===== src/rtl/wbs_pkg.sv =====
// ----------------------------------------------------------------------------
// wbs_pkg
// Shared types and codes for the word break segmenter core and its cells.
// ----------------------------------------------------------------------------
`default_nettype none

package wbs_pkg;

    typedef enum logic [1:0] {
        OP_DICT  = 2'd0,
        OP_TEXT  = 2'd1,
        OP_CLEAR = 2'd2
    } t_op;

    typedef enum logic [1:0] {
        ST_OK       = 2'd0,
        ST_FULL     = 2'd1,
        ST_TOO_LONG = 2'd2
    } t_status;

    // Control from the core to every word cell
    typedef struct packed {
        logic shift;   // shift a dictionary character into the cell
        logic commit;  // the word in the cell is complete
        logic clear;   // forget the stored word
    } t_cell_ctl;

endpackage

`default_nettype wire


===== src/rtl/word_break_segmenter_core.sv =====
// ----------------------------------------------------------------------------
// word_break_segmenter_core
// Streaming word break recognizer: a row of word cells, one per dictionary
// word, checks each text character against a window of recent characters.
// ----------------------------------------------------------------------------
//  channel  direction  handshake                      payload
//  in       input      i_in_valid / o_in_stall        i_op, i_ch, i_last
//  out      output     o_out_valid / i_out_stall      o_prefix_ok, o_text_done,
//                                                     o_status
//
//  One transaction per cycle; its result appears in the output register on
//  the next cycle. The path that sets the clock is the window compare in a
//  cell plus the hit chain through all WORDS cells into the reach register.
//  Reset is synchronous and immediate; no clearing pass is needed.
//  A stalled output holds, and the input stalls only while it holds.
// ----------------------------------------------------------------------------
`default_nettype none

module word_break_segmenter_core
    import wbs_pkg::*;
#(
    parameter int WORDS   = 16,
    parameter int MAX_LEN = 16
) (
    input  wire logic       i_clk,
    input  wire logic       i_rst_n,
    input  wire logic       i_in_valid,
    output logic            o_in_stall,
    input  wire logic [1:0] i_op,
    input  wire logic [7:0] i_ch,
    input  wire logic       i_last,
    output logic            o_out_valid,
    input  wire logic       i_out_stall,
    output logic            o_prefix_ok,
    output logic            o_text_done,
    output logic [1:0]      o_status
);

    localparam int WCW = $clog2(WORDS + 1);
    localparam int LLW = $clog2(MAX_LEN + 1);
    localparam int LW  = (MAX_LEN > 1) ? $clog2(MAX_LEN) : 1;

    logic [WCW-1:0]          r_word_count, n_word_count;
    logic [LLW-1:0]          r_load_len,   n_load_len;
    logic                    r_overflow,   n_overflow;
    logic [MAX_LEN-1:0]      r_reach,      n_reach;
    logic [MAX_LEN-1:0][7:0] r_window,     n_window;
    logic                    r_out_valid;
    logic                    r_prefix_ok,  n_prefix_ok;
    logic                    r_text_done,  n_text_done;
    t_status                 r_status,     n_status;

    logic                    w_accept;
    logic                    w_shift, w_commit, w_clear;
    logic [MAX_LEN-1:0][7:0] w_window_next;
    logic [MAX_LEN:0]        w_reach_shift;
    logic [WORDS:0]          w_hit;

    assign o_in_stall = r_out_valid && i_out_stall;
    assign w_accept   = i_in_valid && !o_in_stall;

    // Window with the incoming character at position 0
    always_comb begin
        w_window_next[0] = i_ch;
        for (int k = 1; k < MAX_LEN; k++) begin
            w_window_next[k] = r_window[k-1];
        end
    end

    assign w_reach_shift = {r_reach, w_hit[WORDS]};

    always_comb begin
        n_word_count = r_word_count;
        n_load_len   = r_load_len;
        n_overflow   = r_overflow;
        n_reach      = r_reach;
        n_window     = r_window;
        n_prefix_ok  = 1'b0;
        n_text_done  = 1'b0;
        n_status     = ST_OK;
        w_shift      = 1'b0;
        w_commit     = 1'b0;
        w_clear      = 1'b0;
        unique case (t_op'(i_op))
            OP_DICT: begin
                if (r_word_count == WCW'(WORDS)) begin
                    n_status = ST_FULL;
                end else if (r_overflow || (r_load_len >= LLW'(MAX_LEN))) begin
                    n_status   = ST_TOO_LONG;
                    n_overflow = 1'b1;
                end else begin
                    w_shift    = 1'b1;
                    n_load_len = r_load_len + 1'b1;
                end
                if (i_last) begin
                    if (n_status == ST_OK) begin
                        w_commit     = 1'b1;
                        n_word_count = r_word_count + 1'b1;
                    end
                    n_load_len = '0;
                    n_overflow = 1'b0;
                end
            end
            OP_TEXT: begin
                n_prefix_ok = w_hit[WORDS];
                n_text_done = i_last;
                if (i_last) begin
                    n_reach  = MAX_LEN'(1);
                    n_window = '0;
                end else begin
                    n_reach  = w_reach_shift[MAX_LEN-1:0];
                    n_window = w_window_next;
                end
            end
            OP_CLEAR: begin
                w_clear      = 1'b1;
                n_word_count = '0;
                n_load_len   = '0;
                n_overflow   = 1'b0;
                n_reach      = MAX_LEN'(1);
                n_window     = '0;
            end
            default: begin
                // unused op: no state change, all-zero result
            end
        endcase
    end

    always_ff @(posedge i_clk) begin
        if (!i_rst_n) begin
            r_word_count <= '0;
            r_load_len   <= '0;
            r_overflow   <= 1'b0;
            r_reach      <= MAX_LEN'(1);
            r_window     <= '0;
            r_out_valid  <= 1'b0;
        end else begin
            if (w_accept) begin
                r_word_count <= n_word_count;
                r_load_len   <= n_load_len;
                r_overflow   <= n_overflow;
                r_reach      <= n_reach;
                r_window     <= n_window;
                r_out_valid  <= 1'b1;
            end else if (!i_out_stall) begin
                r_out_valid  <= 1'b0;
            end
        end
    end

    always_ff @(posedge i_clk) begin
        if (w_accept) begin
            r_prefix_ok <= n_prefix_ok;
            r_text_done <= n_text_done;
            r_status    <= n_status;
        end
    end

    assign w_hit[0] = 1'b0;

    for (genvar g = 0; g < WORDS; g++) begin : g_cell
        t_cell_ctl w_ctl;

        // Only the cell at the fill position takes dictionary characters
        always_comb begin
            w_ctl.shift  = w_accept && w_shift  && (r_word_count == WCW'(g));
            w_ctl.commit = w_accept && w_commit && (r_word_count == WCW'(g));
            w_ctl.clear  = w_accept && w_clear;
        end

        wbs_cell #(
            .MAX_LEN (MAX_LEN),
            .LW      (LW)
        ) u_cell (
            .i_clk    (i_clk),
            .i_rst_n  (i_rst_n),
            .i_ctl    (w_ctl),
            .i_ch     (i_ch),
            .i_len_m1 (r_load_len[LW-1:0]),
            .i_window (w_window_next),
            .i_reach  (r_reach),
            .i_hit    (w_hit[g]),
            .o_hit    (w_hit[g+1])
        );
    end

    assign o_out_valid = r_out_valid;
    assign o_prefix_ok = r_prefix_ok;
    assign o_text_done = r_text_done;
    assign o_status    = r_status;

    a_count_bound: assert property (@(posedge i_clk) disable iff (!i_rst_n)
        r_word_count <= WCW'(WORDS))
        else $error("word count beyond dictionary size");

    a_load_bound: assert property (@(posedge i_clk) disable iff (!i_rst_n)
        r_load_len <= LLW'(MAX_LEN))
        else $error("load length beyond maximum word length");

    a_clear_empties: assert property (@(posedge i_clk) disable iff (!i_rst_n)
        (w_accept && (i_op == OP_CLEAR)) |=> (r_word_count == '0))
        else $error("dictionary not emptied by clear");

    a_text_restart: assert property (@(posedge i_clk) disable iff (!i_rst_n)
        (w_accept && (i_op == OP_TEXT) && i_last) |=> (r_reach == MAX_LEN'(1)))
        else $error("reach history not restarted at text end");

    a_status_clean: assert property (@(posedge i_clk) disable iff (!i_rst_n)
        (o_out_valid && (o_prefix_ok || o_text_done)) |-> (o_status == ST_OK))
        else $error("text result carries a dictionary status");

endmodule

`default_nettype wire


===== src/rtl/wbs_cell.sv =====
// ----------------------------------------------------------------------------
// wbs_cell
// One dictionary word: stores its characters newest first and its length,
// matches them against the text window and ORs its hit into the chain.
// ----------------------------------------------------------------------------
`default_nettype none

module wbs_cell
    import wbs_pkg::*;
#(
    parameter int MAX_LEN = 16,
    parameter int LW      = 4
) (
    input  wire logic                        i_clk,
    input  wire logic                        i_rst_n,
    input  wire t_cell_ctl                   i_ctl,
    input  wire logic [7:0]                  i_ch,
    input  wire logic [LW-1:0]               i_len_m1,
    input  wire logic [MAX_LEN-1:0][7:0]     i_window,
    input  wire logic [MAX_LEN-1:0]          i_reach,
    input  wire logic                        i_hit,
    output logic                             o_hit
);

    logic [MAX_LEN-1:0][7:0] r_chars;
    logic [LW-1:0]           r_len_m1;
    logic                    r_valid;
    logic [MAX_LEN-1:0]      w_match;
    logic                    w_own_hit;

    // Position 0 holds the last character of the word, as the window does.
    always_ff @(posedge i_clk) begin
        if (i_ctl.shift) begin
            r_chars[0] <= i_ch;
            for (int k = 1; k < MAX_LEN; k++) begin
                r_chars[k] <= r_chars[k-1];
            end
        end
        if (i_ctl.commit) begin
            r_len_m1 <= i_len_m1;
        end
    end

    always_ff @(posedge i_clk) begin
        if (!i_rst_n || i_ctl.clear) begin
            r_valid <= 1'b0;
        end else if (i_ctl.commit) begin
            r_valid <= 1'b1;
        end
    end

    always_comb begin
        for (int k = 0; k < MAX_LEN; k++) begin
            w_match[k] = (r_chars[k] == i_window[k]) || (LW'(k) > r_len_m1);
        end
        w_own_hit = r_valid && i_reach[r_len_m1] && (&w_match);
    end

    assign o_hit = i_hit | w_own_hit;

endmodule

`default_nettype wire


===== config.mk =====
export PLATFORM = sky130hd
export DESIGN_NAME = word_break_segmenter_core
export DESIGN_NICKNAME = d
export VERILOG_FILES = /design/src/rtl/wbs_pkg.sv /design/src/rtl/word_break_segmenter_core.sv /design/src/rtl/wbs_cell.sv
export SDC_FILE = /design/constraint.sdc
export NUM_CORES = 2
export LEC_CHECK = 0
export ABC_AREA = 1
export CAP_MARGIN = 15
export CELL_PAD_IN_SITES_DETAIL_PLACEMENT = 1
export CELL_PAD_IN_SITES_GLOBAL_PLACEMENT = 1
export CORE_ASPECT_RATIO = 1.25
export CORE_MARGIN = 3
export CORE_UTILIZATION = 47
export DETAILED_ROUTE_END_ITERATION = 10
export DONT_BUFFER_PORTS = 1
export PLACE_DENSITY_LB_ADDON = 0.08
export SETUP_SLACK_MARGIN = 0.02
export SYNTH_ARGS = -nofsm -noshare
export SYNTH_HDL_FRONTEND = slang
export SYNTH_HIERARCHICAL = 1
export SYNTH_SLANG_ARGS = --single-unit

===== constraint.sdc =====
create_clock -name i_clk -period 24.5 [get_ports i_clk]
set_input_delay 4.9 -clock i_clk [delete_from_list [all_inputs] [get_ports i_clk]]
set_output_delay 4.9 -clock i_clk [all_outputs]
set_load 0.02 [all_outputs]

== Word-level counts from Yosys, hierarchy flattened ==
Index checks and enable logic that the tools add are counted.
Word-level totals
  bits in registers: 2280
  output and inout port bits: 6
Operators by class
  $add $sub $neg: 2
  $lt $le $gt $ge: 273
  equality and inequality tests: 280
  mux-type cells: 59
  bitwise operators: 15
  reduce and logical (&&, ||, !) cells: 354
Operators by type and width (number)
  $eq A8 B8 Y1: 256
  $gt A4 B4 Y1 const A: 128
  $logic_or A1 B1 Y1: 258
  $gt A3 B4 Y1 const A: 64
  $reduce_and A16 Y1: 16
  $pmux W120 S2: 1
  $gt A1 B4 Y1 const A: 32
  $gt A2 B4 Y1 const A: 32
  $mux W120: 1
  $lt A4 B5 Y1 const B: 16
  $logic_and A1 B1 Y1: 69
  $bmux W1 S4: 16
  $eq A5 B4 Y1 const B: 8
  $pmux W16 S2: 1
  $mux W1: 28
  $mux W5: 5
  $eq A5 B3 Y1 const B: 4
  $pmux W5 S2: 2
  $mux W16: 1
  $or A1 B1 Y1: 15
  $reduce_and A4 Y1: 3
  $add A5 B1 Y5 const B: 2
  $eq A5 B2 Y1 const B: 2
  $ne A3 B3 Y1 const B: 3
  14 further kinds: 20

== Logic depth before layout (Yosys ltp) ==
  depth after elaboration: 21
  gate-level depth with buffers: 46

== Hierarchy ==
The synthesis kept the hierarchy.
Modules (own cells, without submodules)
  wbs_cell: instances 16, cells each 526, area an instance 6075.8 um2, seq. area each 3983.8 um2
  word_break_segmenter_core: instances 1, cells each 817, area an instance 6209.7 um2, seq. area each 3083.0 um2

== Worst setup path before layout ==
Ideal clock, no wire load.
  path type: input-to-reg
  from: in i_op[0]
  to: reg g_cell[0].u_cell/r_chars[0] (netlist name) (enable)
  data arrival time: 10.769 ns
  data required time: 23.883 ns
  slack: 13.113 ns
  stages on the path: 4
  path buffers: 0
  cells stage by stage: inv_1 > ha_1 > nand3_2 > nor2_1
RTL lines
  start: declaration: RTL line word_break_segmenter_core.sv:29  | input wire logic [1:0] i_op,
  end signal: indexed assignment: RTL line wbs_cell.sv:36  | r_chars[k] <= r_chars[k-1];
  end: declaration: RTL line wbs_cell.sv:25  | logic [MAX_LEN-1:0][7:0] r_chars;

== Worst setup path in the final report ==
  from: in i_out_stall
  to: out o_in_stall
On the way
  longest elaborated chain between the ends: 1
RTL lines
  start: declaration: RTL line word_break_segmenter_core.sv:33  | input wire logic i_out_stall,
  $logic_and A1 B1 Y1: RTL line word_break_segmenter_core.sv:59  | assign o_in_stall = r_out_valid && i_out_stall;
  end: declaration: RTL line word_break_segmenter_core.sv:28  | output logic o_in_stall,
Every way passes these cells.

==> impl_results.rst <==
.. list-table::
   :header-rows: 1

   * - Metric
     - Value
   * - Run status
     - finished, final reports clean
   * - Port Buf Inserts
     - 0
   * - Pin count of the biggest net entering global routing
     - 85
   * - Cts hold-fix bufs
     - 0
   * - Max VDD drop
     - between 0.05 and 0.06 mV
   * - Worst-path cell with the longest stage delay
     - inv_1
   * - Min Hold Slack
     - 420 ps
   * - Cell breakdown of the critical path
     - nand2_2 -> inv_1
   * - Count of distinct cell types in the synthesized netlist
     - 35
   * - Accumulated negative setup slack
     - 0 ps
   * - Total nets after synthesis
     - 9257
   * - Maximum buffer depth of the clock tree
     - 4
   * - Worst slack, placed
     - ~14000 ps
   * - Via count
     - 66400
   * - Sum of net half-perimeters after detailed placement
     - 228 mm
   * - Setup repair after global routing missed its margin
     - false
   * - Biggest area consumer among synthesized cells
     - edfxtp_1
   * - Kind of critical path
     - input port to output port
   * - Vias in the first global route
     - 69100
   * - Iter 0 DRT Violations
     - between 5000 and 6000
   * - Share of the yosys chip area belonging to registers
     - 64.6%
   * - Number of gates given a new drive strength after cts
     - 0
   * - Die height
     - 530 um
   * - Per-cell via count in the routed design
     - 5.24
   * - Number of H-tree levels
     - 4
   * - Wire length of the first global-routing pass
     - approximately 440 mm
   * - Synth top area share
     - 61.4%
   * - Floorplan row count
     - 191
   * - Syn_area_per_cell
     - 11.2 sq um
   * - Synthesized flop and latch total
     - ~2300
   * - DRC violation count after routing
     - 0
   * - Startpoint of the lowest-slack register-to-register path
     - g_cell[1].u_cell/r_len_m1[0]$_DFFE_PP_
   * - CP Launch Type
     - input port
   * - Std-Cell Core Area
     - 218000 sq um
   * - Source-to-sink clock delay at the later pin of the worst-skew pair
     - 900 ps
   * - Post-route clock skew
     - 43.9 ps
   * - Actual transition at the worst max-transition pin
     - 1300 ps
   * - Worst endpoint required time
     - 19600 ps
   * - Sinks on the clock net
     - about 2300
   * - IO Count
     - 21
   * - Area growth from synthesis to layout
     - 11.6%
   * - Worst path buffer plus inverter count
     - 1
   * - FFs w/ async S/R, synth
     - 0%
   * - Leading cell type by number of instances after synthesis
     - nand2_1
   * - Critical path endpoint category
     - output port
   * - TritonCTS clock tree
     - done
   * - Worst-path fanout max
     - 4
   * - Worst path max stage delay
     - 180 ps
   * - TritonCTS Buffers
     - between 200 and 250
   * - Time the final worst path needs with I/O delays and setup
     - ~10000 ps
   * - Fin. max-slew vios
     - 0
   * - Number of placed cells counting well taps
     - 12200
   * - Number of antenna violations at the first check in global routing
     - 19
   * - Post-CTS Repair Setup Buffers
     - 0
   * - Number of nets in the layout
     - ~9600
   * - Cells taking the most area after synthesis
     - edfxtp_1 61%, xnor2_1 13%, nand2_1 9.5%, dfxtp_1 3.2%, nor2_1 2.8%
   * - Number of detailed-route iterations in the first pass
     - 6
   * - Number of failing hold endpoints at the final stage
     - 0
   * - Leading cell types by count after synthesis
     - 2613 x nand2_1, 2116 x edfxtp_1, 1520 x xnor2_1
   * - Residual antenna-violating net count after detailed routing
     - 0
   * - Warning count from the yosys run
     - 6
   * - Top FF cell, synth
     - edfxtp_1
   * - Total routing resource utilization after global routing
     - a little over a quarter
   * - Worst Hold Class
     - flip-flop to flip-flop
   * - Reg2reg path depth
     - 37
   * - Utilization after layout
     - 53.0%
   * - Number of enable-type register cells in the synthesized netlist
     - 2116
   * - DR WL/cell
     - approximately 24 um
   * - Leakage power
     - 39.7 nW
   * - Pwr Total
     - 7.78 mW
   * - Capture point of the critical path
     - o_in_stall
   * - Final setup violation count
     - 0
   * - Min setup slack post-route
     - 14450 ps
   * - Syn Std Cell Area
     - 103000 sq um
   * - Number of fill cells in the layout
     - between 20000 and 25000
   * - Worst slew margin
     - between 10% and 20%
   * - Chip Width
     - around 430 um
   * - Cell class contributing the biggest share of worst-path delay
     - buffers and inverters
   * - Max frequency
     - approximately 0.10 GHz
   * - Routability cong.
     - around 0.94
   * - Post-Place Cell Area
     - 108000 sq um
   * - Synthesized instance count
     - 9233
   * - Final instance count without filler cells
     - 12700
   * - Critical path origin
     - i_out_stall
   * - Global-route congestion overflow total
     - 0
   * - Fin area
     - 115000 sq um
   * - Starting density of the core
     - 47.5%
   * - CTS clock-pin slew for the worst setup and hold paths
     - roughly 60 ps
   * - Share of layout cells above drive strength 1
     - 7.34%
   * - Share of the cycle needed by the critical path after routing
     - a little over 40%
   * - CP Depth
     - 2
   * - Aggregate routed wire length
     - 301 mm
   * - Internal reg-to-reg setup slack
     - between 15000 and 20000 ps
   * - Root cell of the clock tree
     - clkbuf_16
   * - Arrival time worst endpoint
     - 5150 ps
   * - Destination of the worst register-to-register timing path
     - r_reach[0]$_SDFFE_PN1P_
   * - Die area
     - 226000 sq um
   * - # Max-Cap Violations
     - 0
   * - Total power density per cell area
     - 67.4 nW/um^2
registers in the layout, summed over array words and instances (netlist names):
name / count
g_cell.u_cell/r_chars: 2048
r_window: 120
g_cell.u_cell/r_len_m1: 64
g_cell.u_cell/r_valid: 16
r_reach: 16
r_load_len: 5
r_word_count: 5
o_status: 2
o_out_valid: 1
o_prefix_ok: 1
o_text_done: 1
r_overflow: 1
where the power goes:
group / switching, mW / leakage (nW) / internal [mW]
Combinational: 0.0692 / 15.7 / 0.0262
Clock: 1.49 / 3.59 / 1.97
Sequential: 0.0160 / 20.4 / 4.21
kinds of logic after synthesis:
| group | share of synthesized area (%) |
|---|---|
| xor gates and xnor gates | 14.4 |
| DFF | 64.6 |
| other | 0.00363 |
| and+or+nand+nor | 15.2 |
| adders and majority gates | 0.109 |
| buffers and inverters | 3.47 |
| AOI/OAI and AO/OA | 2.29 |
metal layers:
metal	routed length [um]	GRT usage (%)	up-vias
met2	148000	45.5	1740
met4	11800	9.77	0
met5	0	0	-
li1	-	-	31000
met3	14800	2.86	627
met1	127000	35.0	33100
how the worst min path moves through the flow:
stage / slack (ps) / to / depth (start not counted) / from
after floorplan: 430 / g_cell[0].u_cell/r_chars[122]$_DFFE_PP_ / 0 / g_cell[0].u_cell/r_chars[114]$_DFFE_PP_
after global placement: 430 / g_cell[5].u_cell/r_chars[15]$_DFFE_PP_ / 0 / g_cell[5].u_cell/r_chars[7]$_DFFE_PP_
after detailed placement: 440 / g_cell[10].u_cell/r_chars[15]$_DFFE_PP_ / 0 / g_cell[10].u_cell/r_chars[7]$_DFFE_PP_
after CTS: 410 / g_cell[2].u_cell/r_chars[13]$_DFFE_PP_ / 0 / g_cell[2].u_cell/r_chars[5]$_DFFE_PP_
after global routing: 440 / g_cell[2].u_cell/r_chars[13]$_DFFE_PP_ / 0 / g_cell[2].u_cell/r_chars[5]$_DFFE_PP_
final: 420 / g_cell[2].u_cell/r_chars[13]$_DFFE_PP_ / 0 / g_cell[2].u_cell/r_chars[5]$_DFFE_PP_
layout make-up:
cell class              instances  area (sq um)  share of cell area (%)
well taps                    2895          3620                    3.14
clock inverters               128          1110                   0.965
flip-flops and latches       2280         66800                    57.9
inverters                     807          3060                    2.65
clock buffers                 290          6200                    5.37
multi-input cells            6068         33100                    28.7
diodes                          2          5.00                 0.00434
repair buffers                198          1490                    1.29
cells in the final DEF, fill, tap and decap left out, drive strengths merged, types with 9 or more instances in the layout:
cell type | Yosys | final
nor2 | 777 | 777
ha | 9 | 9
xor2 | 176 | 176
o211ai | 16 | 16
clkbuf | 35 | 290
clkinvlp | 0 | 12
inv | 805 | 809
nand2 | 2636 | 2636
nor3 | 66 | 66
clkinv | 2 | 96
a21oi | 223 | 223
o21ai | 226 | 226
or2 | 81 | 81
nand3 | 235 | 235
buf | 43 | 198
dfxtp | 164 | 164
nand4 | 101 | 101
edfxtp | 2116 | 2116
bufinv | 0 | 18
xnor2 | 1520 | 1520
Power figures use the tool's default switching activity.
